===== config.mk =====
export PLATFORM = sky130hd
export DESIGN_NAME = fpt_ctrl
export DESIGN_NICKNAME = d
export VERILOG_FILES = /design/src/hdl/fpt_pkg.sv /design/src/hdl/fpt_ctrl.sv
export SDC_FILE = /design/constraint.sdc
export NUM_CORES = 1
export LEC_CHECK = 0
export BUFFER_PORTS_ARGS = -buffer_cell sky130_fd_sc_hd__buf_4
export CAP_MARGIN = 20
export CORE_AREA = 5 5 42 44
export DETAILED_ROUTE_END_ITERATION = 10
export DIE_AREA = 0 0 47 49
export PLACE_DENSITY = 0.38
export RECOVER_POWER = 50
export SKIP_LAST_GASP = 1
export SLEW_MARGIN = 30
export SYNTH_ARGS = -nofsm -noshare
export SYNTH_HDL_FRONTEND = slang
export SYNTH_SLANG_ARGS = --single-unit

===== constraint.sdc =====
create_clock -name clock -period 2.3 [get_ports clock]
set_clock_uncertainty 0.15 [all_clocks]
set_input_delay 0.23 -clock clock [delete_from_list [all_inputs] [get_ports clock]]
set_output_delay 0.23 -clock clock [all_outputs]
set_load 0.005 [all_outputs]

===== src/hdl/fpt_pkg.sv =====
`timescale 1ns / 1ps
// ----------------------------------------------------------------------------
// fpt_pkg
// Shared widths, codes and controller/datapath link types for the file
// permission table.
// ----------------------------------------------------------------------------
package fpt_pkg;

   // default sizing
   localparam int TableEntriesDefault = 256;
   localparam int KeyBitsDefault      = 32;

   // fixed field widths
   localparam int FuncWidth       = 3;
   localparam int FileKeyWidth    = 32;
   localparam int IdWidth         = 8;
   localparam int AccessTextWidth = 48;
   localparam int StatusWidth     = 3;
   localparam int EntryIndexWidth = 8;
   localparam int RightsWidth     = 6;

   // rights text characters
   localparam logic [7:0] CharRead  = 8'h72;
   localparam logic [7:0] CharWrite = 8'h77;
   localparam logic [7:0] CharDash  = 8'h2D;

   // command codes
   typedef enum logic [FuncWidth-1:0] {
      FUNC_CREATE     = 3'd0,
      FUNC_READ_BEGIN = 3'd1,
      FUNC_WRITE_BEGIN = 3'd2,
      FUNC_CHANGE_MODE = 3'd3,
      FUNC_RELEASE    = 3'd4
   } func_type;

   // result codes
   typedef enum logic [StatusWidth-1:0] {
      STATUS_OK       = 3'd0,
      STATUS_DENIED   = 3'd1,
      STATUS_NO_FILE  = 3'd2,
      STATUS_OCCUPIED = 3'd3,
      STATUS_BAD_TEXT = 3'd4,
      STATUS_EXISTS   = 3'd5,
      STATUS_FULL     = 3'd6
   } status_type;

   // controller to datapath commands
   typedef struct packed {
      logic load;
      logic scan_step;
      logic commit;
   } fpt_cmd_type;

   // datapath to controller status
   typedef struct packed {
      logic scan_done;
   } fpt_stat_type;

endpackage


===== src/hdl/fpt_ctrl.sv =====
`timescale 1ns / 1ps
// ----------------------------------------------------------------------------
// fpt_ctrl
// Command sequencer: accepts a command, runs the key scan, commits the
// update and holds the result until it is taken.
// ----------------------------------------------------------------------------
module fpt_ctrl (
   input  logic                 clock,
   input  logic                 reset,
   input  logic                 req_valid,
   output logic                 req_ready,
   output logic                 rsp_valid,
   input  logic                 rsp_ready,
   output fpt_pkg::fpt_cmd_type cmd,
   input  fpt_pkg::fpt_stat_type stat
);
   import fpt_pkg::*;

   typedef enum logic [1:0] {
      S_IDLE,
      S_SEARCH,
      S_EXEC,
      S_RESP
   } state_type;

   state_type state_ff;
   logic      req_ready_ff;
   logic      rsp_valid_ff;

   // state and handshake registers
   always_ff @(posedge clock) begin
      if (reset) begin
         state_ff     <= S_IDLE;
         req_ready_ff <= 1'b1;
         rsp_valid_ff <= 1'b0;
      end else begin
         unique case (state_ff)
            S_IDLE: begin
               if (req_valid && req_ready_ff) begin
                  state_ff     <= S_SEARCH;
                  req_ready_ff <= 1'b0;
               end
            end
            S_SEARCH: begin
               if (stat.scan_done) begin
                  state_ff <= S_EXEC;
               end
            end
            S_EXEC: begin
               state_ff     <= S_RESP;
               rsp_valid_ff <= 1'b1;
            end
            S_RESP: begin
               if (rsp_ready) begin
                  state_ff     <= S_IDLE;
                  rsp_valid_ff <= 1'b0;
                  req_ready_ff <= 1'b1;
               end
            end
            default: begin
               state_ff <= S_IDLE;
            end
         endcase
      end
   end

   // datapath commands
   always_comb begin
      cmd.load      = (state_ff == S_IDLE) && req_valid && req_ready_ff;
      cmd.scan_step = (state_ff == S_SEARCH);
      cmd.commit    = (state_ff == S_EXEC);
   end

   assign req_ready = req_ready_ff;
   assign rsp_valid = rsp_valid_ff;

endmodule


=== Yosys cells after proc, flatten, opt, wreduce, memory -nomap -nowiden ===
Cells that the tools add are included.

* Register bits after elaboration: 4
* Bits of input ports: 5
* Output and inout port bits: 5

* Equal/unequal tests: 6
* Multiplexer cells: 9
* Reduce and logical (&&, ||, !) cells: 9

{| class="wikitable"
|+ Operators by type and width
! cell !! number
|-
| $pmux 2 s4 || 1
|-
| $mux 2 || 3
|-
| $reduce_and 3->1 || 2
|-
| $eq 2x2->1 const B || 2
|-
| $ne 2x2->1 const B || 2
|-
| $pmux 1 s2 || 2
|-
| $reduce_bool 2->1 || 2
|-
| $logic_and 1x1->1 || 3
|-
| $mux 1 || 3
|-
| $eq 2x1->1 const B || 1
|-
| $logic_not 2->1 || 1
|-
| $ne 2x1->1 const B || 1
|-
| $reduce_and 2->1 || 1
|}

=== Longest topological paths before layout ===
Gate-level depths: netlist (run 1).

* Depth after elaboration: 3
* Depth in mapped cells: 5
* Depth with buffers taken out: 5

=== Least setup slack after synthesis (run 1) ===
OpenSTA, ideal clock, no wires.

* Path kind: reg2reg
* Start point: register state_ff[1]
* End point: register state_ff[0]
* Library setup time: 0.072 ns
* Data arrival time: 1.287 ns
* Setup slack: 0.792 ns
* Stages on the path, launching flop included: 5
* Buffers on the path: 0
* Period minus slack after synthesis: 1.508 ns
* Cell sequence: dfxtp_1 -> inv_1 -> ha_1 -> a222oi_1 -> mux2i_1

{| class="wikitable"
|+ RTL lines
! what !! RTL line !! text
|-
| start: declaration || fpt_ctrl.sv:26 || <nowiki>state_type state_ff;</nowiki>
|-
| start signal: assignment || fpt_ctrl.sv:33 || <nowiki>state_ff <= S_IDLE;</nowiki>
|-
| start signal: assignment || fpt_ctrl.sv:40 || <nowiki>state_ff <= S_SEARCH;</nowiki>
|-
| start signal: assignment || fpt_ctrl.sv:46 || <nowiki>state_ff <= S_EXEC;</nowiki>
|}

=== Final worst setup path (run 1) ===
* Start point: register state_ff[1]
* End point: register state_ff[1]

* Word-level cells in the longest chain between the ends: 3
* Elaborated cells between the ends (all ways): 9
* Those cells by class: eq/ne (6); mux (1); reduce/logical (2)

{| class="wikitable"
|+ Ends and longest elaborated chain
! what !! RTL line !! text
|-
| $eq 2x1->1 (tied with other cells) || fpt_ctrl.sv:37 || <nowiki>unique case (state_ff)</nowiki>
|-
| $ne 2x1->1 (no line) / $ne 2x2->1 (equally long branches) || - ||
|-
| $reduce_and 3->1 (no line) || - ||
|}

Several ways; a longest one is shown, not always the timed one.
A chain may end at the register's enable or synchronous reset.

==> flow_summary.ini, run 1 <==
[detailed_routing]
ant_nets = 0
viasPerCell = 4.24
drt_pass1_iterations = 5
vias = 246
wl_um = 635
wl_per_cell_um = 10.9
dr.first_iter.drc_count = 6
route.detailed.drc = 0

[finish]
area_growth_pct = 41.3
nets = 54
drive_above_1_share_pct = 31.0
num_antenna_cells = 0

[synth]
ys.warnings.count = 0
synth_xor_area_share_pct = 0
synth-compound-area-share_pct = 17.8
syn_inst = 30
synth_fp_nets = 40
ys_seq_area_share_pct = 30.0
synth_area_sq_um = 267
yosysUniqueCellTypes = 10
synthAdderAreaFrac_pct = 23.5
ys_seq_elements = 4
yosys.area_share.simple_pct = 14.1
synth_area_per_cell_sq_um = 8.88
synth_top_family_by_area = adder cells
muxShareOfSynthArea_pct = 7.51

[cts]
cts_resized = 0
hold_buffers = 0
htree_levels = 1
cts_max_path_buffers = 2
cts_root_buf = clkbuf_4
clk_latency_ps = 230
cts-buffers-inserted = 3
post_cts_buffers = 0
clk_pin_slew_ps = 40
cts_tree = done
clock-sinks = 4

[power_and_ir_drop]
leakage_nw = 0.192
ir_worst_vdd_mv = 0.364
power_density_mw_per_mm2 = 1140

[setup_path]
critPathLaunch = state_ff[1]$_SDFFE_PP0P_
reg2reg_slack_ps = 610
critical_path.endpoint_type = flop
slowest_stage = a222oi_1
r2r_end = state_ff[1]$_SDFFE_PP0P_
crit_family = compound AO/OA/AOI/OAI gates
startpoint_type = flop
cp_slowest_stage_delay_ps = 540
worstPathCellList = inv_1 > ha_1 > a222oi_1 > mux2i_1
crit_cells = 4
path_class = flop to flop
r2r_start = state_ff[1]$_SDFFE_PP0P_
required_ps = 2310
cp_max_fo = 4
path_buf_inv = 1
crit_end = state_ff[1]$_SDFFE_PP0P_
cp.arrival_ps = 1700
r2r_cells = 4

[sta]
max-slew-margin-rel_pct = 63.4
finalMaxSlewViolations = 0
tns_ps = 0
fin_crit_ps = 1690
max_freq_mhz = 590
worst_slack_ps = 606
worst_slew_pin_slew_ps = 550
hold_viol = 0
finalCritPeriodShare_pct = 73.6
setup_viol = 0
rsz0062_at_grt = no

[place]
dp_hpwl_um = 526
portBuffers = 9
gp_congestion = 0.703
preCtsSetupSlack_ps = 566

[global_route]
grt_util_all_layers_pct = 6.40
globalRouteMet2Util_pct = 9.05
gr-total-overflow = 0
antenna_found_initial = 0
grt_pass1_wl_mm = 1.03
grt_use_met3_pct = 4.80
top_usage_layer = met2
grt_pass1_vias = 243
use_met1_pct = 7.00
grt_max_degree = 7

[die]
start_util_pct = 19.0
core_sq_mm = 0.00140
die_area_sq_mm = 0.00230
ios = 10
chipHeight_um = 49
row_count = 14
die_w_um = 47

[worst_hold_path]
hold_class = input pin to flop

[status]
status = finished, final reports clean

[job]
cap_violations = 0
-- cells in the mapped netlist --
cell	instances	area [sq um]
a222oi_1	1	10.0
inv_1	5	18.8
nand2b_1	3	18.8
a21oi_1	3	15.0
mux2i_1	2	20.0
ha_1	5	62.6
and3_2	1	7.51
nand2_1	3	11.3
dfxtp_1	4	80.1
o21bai_1	3	22.5
-- metrics by stage --
step	cells	hold slack, ps	power, mW	area (sq um)	utilization [%]
4_1_cts	58	34.6	0.441	377	26.9
5_1_grt	58	36.2	0.471	377	26.9
3_5_place_dp	55	288	0.347	354	25.3
2_1_floorplan	30	149	0.256	267	-
6_report	58	44.2	0.428	377	26.9
3_3_place_gp	55	285	0.340	354	25.3
-- registers in the layout, indices dropped and copies added (netlist names) --
signal,flops
state_ff,2
rsp_valid,1
req_ready,1
-- cells by family after synthesis --
kind of cell             count (synthesis)
multiplexers                             2
buffers and inverters                    5
AND/OR/NAND/NOR                          7
AO/OA/AOI/OAI                            7
adder cells (fa/ha/maj)                  5
flip-flops                               4
-- worst register-to-register path, delay by kind of cell (launching register included) --
family | cells | cell delay, ps
fa+ha+maj | 1 | 210
compound gates | 1 | 540
buf+inv | 1 | 100
mux | 1 | 240
flops | 1 | 380
-- power breakdown --
part / leakage (nW) / internal, mW / switching [mW]
Clock: 0.0138 / 0.0583 / 0.0272
Combinational: 0.145 / 0.115 / 0.101
Sequential: 0.0331 / 0.0986 / 0.0278
Total: 0.192 / 0.272 / 0.156
-- placed cells by master, fill, tap and decap left out --
| master | n |
|---|---|
| a222oi_1 | 1 |
| clkbuf_4 | 5 |
| o21bai_1 | 3 |
| buf_4 | 7 |
| and3_2 | 1 |
| nand2b_1 | 3 |
| ha_1 | 5 |
| inv_1 | 5 |
| nand2_1 | 3 |
| mux2i_1 | 2 |
| a21oi_1 | 3 |
| dfxtp_1 | 4 |
-- worst min path at each step --
stage                     startpoint                      to  cells after the start
after CTS                      reset  rsp_valid$_SDFFE_PP0P_                      2
after floorplan                reset  rsp_valid$_SDFFE_PP0P_                      1
after detailed placement       reset  rsp_valid$_SDFFE_PP0P_                      2
after global placement         reset  rsp_valid$_SDFFE_PP0P_                      2
after global routing           reset  rsp_valid$_SDFFE_PP0P_                      2
final                          reset  rsp_valid$_SDFFE_PP0P_                      2
-- cell type report --
type	instances	area (sq um)
Fill cell	168	1020
Multi-Input combinational cell	21	168
Sequential cell	4	80.1
Timing Repair Buffer	9	67.6
Clock buffer	3	22.5
Tap cell	16	20.0
Inverter	5	18.8
-- metal layers --
metal,vias up,part of all wire (%)
met1,111,40
li1,125,-
met4,0,0
met5,-,0
met2,10,49
met3,0,11
(Power assumes the default switching activity.)
==> inputs of run 2 (changes only) <==
--- a/config.mk
+++ b/config.mk
@@ -5,12 +5,13 @@
 export SDC_FILE = /design/constraint.sdc
 export NUM_CORES = 1
 export LEC_CHECK = 0
+export ABC_AREA = 1
 export BUFFER_PORTS_ARGS = -buffer_cell sky130_fd_sc_hd__buf_4
 export CAP_MARGIN = 20
 export CORE_AREA = 5 5 42 44
 export DETAILED_ROUTE_END_ITERATION = 10
 export DIE_AREA = 0 0 47 49
-export PLACE_DENSITY = 0.38
+export PLACE_DENSITY = 0.41
 export RECOVER_POWER = 50
 export SKIP_LAST_GASP = 1
 export SLEW_MARGIN = 30
==> constraint.sdc (replaced) <==
create_clock -name clock -period 1.5 [get_ports clock]
set_clock_uncertainty 0.15 [all_clocks]
set_input_delay 0.15 -clock clock [delete_from_list [all_inputs] [get_ports clock]]
set_output_delay 0.15 -clock clock [all_outputs]
set_load 0.005 [all_outputs]
==> flow_summary.ini, run 2 <==
[status]
status = finished, final reports clean

[global_route]
grt_pass1_vias = 238
grt_max_degree = 5
grt_pass1_wl_um = 979
grt_util_all_layers_pct = 6.19
gr-total-overflow = 0
antenna_found_initial = 0

[detailed_routing]
highest_layer = met3
ant_nets = 0
wl_per_cell_um = 8.63
vias = 269
dr.first_iter.drc_count = 1
wl_met2_um = 257
met1_length_um = 265
route.detailed.drc = 0
viasPerCell = 3.96
drt_pass1_iterations = 3
dr_wl_met3_um = 63
wl_um = 587

[synth]
synth_top_family_by_area = simple AND/OR/NAND/NOR gates
synth_common_cells = inv_1 (9), nand2_1 (8), ha_1 (5)
yosys.area_share.simple_pct = 34.1
synth_area_sq_um = 283
ys.warnings.count = 0
post-synth-top-area-fraction_pct = 28.3
synth_edf_count = 0
synthAdderAreaFrac_pct = 22.1
ys_seq_area_share_pct = 28.3
synth_xor_area_share_pct = 0
async_flop_share_pct = 0
yosysUniqueCellTypes = 11
synth-compound-area-share_pct = 3.54
synth_most_common_cell = inv_1
synth_fp_nets = 50
yosysTopAreaCell = dfxtp_1
syn_inst = 40
muxShareOfSynthArea_pct = 0
synthTopCellsByArea = dfxtp_1 (28%), ha_1 (22%), inv_1 (12%)
synth_area_per_cell_sq_um = 7.07
synth_flop_cell = dfxtp_1
ys_seq_elements = 4

[job]
cap_violations = 0

[die]
chipHeight_um = 49
start_util_pct = 20.2
die_area_sq_mm = 0.00230
ios = 10
core_sq_mm = 0.00140
die_w_um = 47
row_count = 14

[cts]
clk_latency_ps = 240
htree_levels = 1
clock-sinks = 4
post_cts_buffers = 0
cts_tree = done
cts_max_path_buffers = 2
cts_root_buf = clkbuf_4
hold_buffers = 0
clk_pin_slew_ps = 40
cts-buffers-inserted = 3

[power_and_ir_drop]
p_sw_share_pct = 41.5
combPwrFrac_pct = 57.7
leakage_nw = 0.229
seqPwrFrac_pct = 24.7
power_density_mw_per_mm2 = 1900
p_int_mw = 0.455
ir_worst_vdd_mv = 0.564
p_switching_mw = 0.322
p_clk_share_pct = 17.7

[setup_path]
reg2reg_slack_ps = 230
cp_max_fo = 4
r2r_cells = 7
cp.arrival_ps = 1090
startpoint_type = flop
required_ps = 1200
path_class = flop to output port
r2r_end = state_ff[1]$_SDFFE_PP0P_
r2r_start = state_ff[1]$_SDFFE_PP0P_
critical_path.endpoint_type = output port

[place]
place_inst = 65
gp_congestion = 0.637
portBuffers = 9
dp_hpwl_um = 486

[finish]
fill_cells = 154
regMostFlops = state_ff
num_antenna_cells = 0
drive_above_1_share_pct = 38.5
final_cell_mix = nand2_1 (8), inv_1 (7), buf_4 (7)
multi_input_area_sq_um = 184
instances_no_fill = 68
area_growth_pct = 44.2
nets = 64
mostFrequentLayoutCell = nand2_1
regArea_sq_um = 80.1
largest_reg_flops = 2

[sta]
max-slew-margin-rel_pct = 90.5
rsz0062_at_grt = no
tns_ps = 0
fin_crit_ps = 1390
hold_viol = 0
worst_slew_pin_slew_ps = 143
max_freq_mhz = 720
finalMaxSlewViolations = 0
finalCritPeriodShare_pct = 92.5
setup_viol = 0

[worst_hold_path]
holdPathEnd = req_ready$_SDFFE_PP1P_
hold_depth = 3
hold_class = input pin to flop
worstHoldStart = reset
run 2: changes by cell type in the layout (fill, tap and decap cells not counted), sizes merged, moves of 2 or more:
cell	delta
nand2	+8
inv	+4
nor2	+4
nand2b	-3
nand3	+3
o21bai	-3
a21oi	-2
mux2i	-2
nand4	+2
run 2: area by class of cell:
type | count | area share [%]
clock buffer | 3 | 5.52
inverter | 9 | 8.28
multi-input combinational | 27 | 45.1
sequential | 4 | 19.6
tap | 16 | 4.91
timing repair buffer | 9 | 16.6
run 2: stage by stage:
stage	utilization [%]	instance area, sq um	power (mW)	hold slack [ps]	worst slack, ps
after floorplan	-	283	0.465	140	295
after global placement	26.4	370	0.614	254	189
after detailed placement	26.4	370	0.610	261	198
after CTS	28.0	393	0.758	7.08	5.01
after global routing	29.1	408	0.873	23.9	32.7
final	29.1	408	0.777	8.43	112
run 2: logic make-up after synthesis:
kind of cell / Yosys count
adders and majority gates: 5
AOI/OAI and AO/OA: 2
DFF: 4
and+or+nand+nor: 20
buffers and inverters: 9
run 2: critical path, cell delays in order (launching register included):
cell,delay [ps]
dfxtp_1,330
inv_2,110
ha_4,140
inv_1,40
nor2_2,110
buf_4,120
run 2: worst max path at each step:
| stage | startpoint | to | slack (ps) | depth (start not counted) |
|---|---|---|---|---|
| floorplan | state_ff[0]$_SDFFE_PP0P_ | req_ready$_SDFFE_PP1P_ | 290 | 7 |
| global placement | state_ff[0]$_SDFFE_PP0P_ | state_ff[1]$_SDFFE_PP0P_ | 190 | 7 |
| detailed placement | state_ff[0]$_SDFFE_PP0P_ | state_ff[1]$_SDFFE_PP0P_ | 200 | 7 |
| CTS | state_ff[1]$_SDFFE_PP0P_ | cmd[2] | 5 | 5 |
| global route | state_ff[0]$_SDFFE_PP0P_ | cmd[2] | 30 | 5 |
| finish | state_ff[0]$_SDFFE_PP0P_ | cmd[2] | 110 | 5 |
run 2: repair_timing:
action | 4_1_cts | 5_1_grt
hold endpoints to repair | 0 | 0
gates resized for setup | 1 | 4
setup endpoints to repair | 1 | 1
run 2: per-layer routing:
metal	track usage (%)	vias to the layer above
met1	7.24	113
met2	8.37	7
met3	6.64	0
met4	0	0
met5	0	-
li1	-	149
run 2: power groups by stage:
| stage | clock network, mW | logic [mW] | registers [mW] |
|---|---|---|---|
| detailed placement | 0 | 0.419 | 0.191 |
| finish | 0.137 | 0.448 | 0.192 |
| global placement | 0 | 0.424 | 0.190 |
| CTS | 0.146 | 0.422 | 0.190 |
| global route | 0.159 | 0.518 | 0.197 |
| floorplan | 0 | 0.281 | 0.184 |
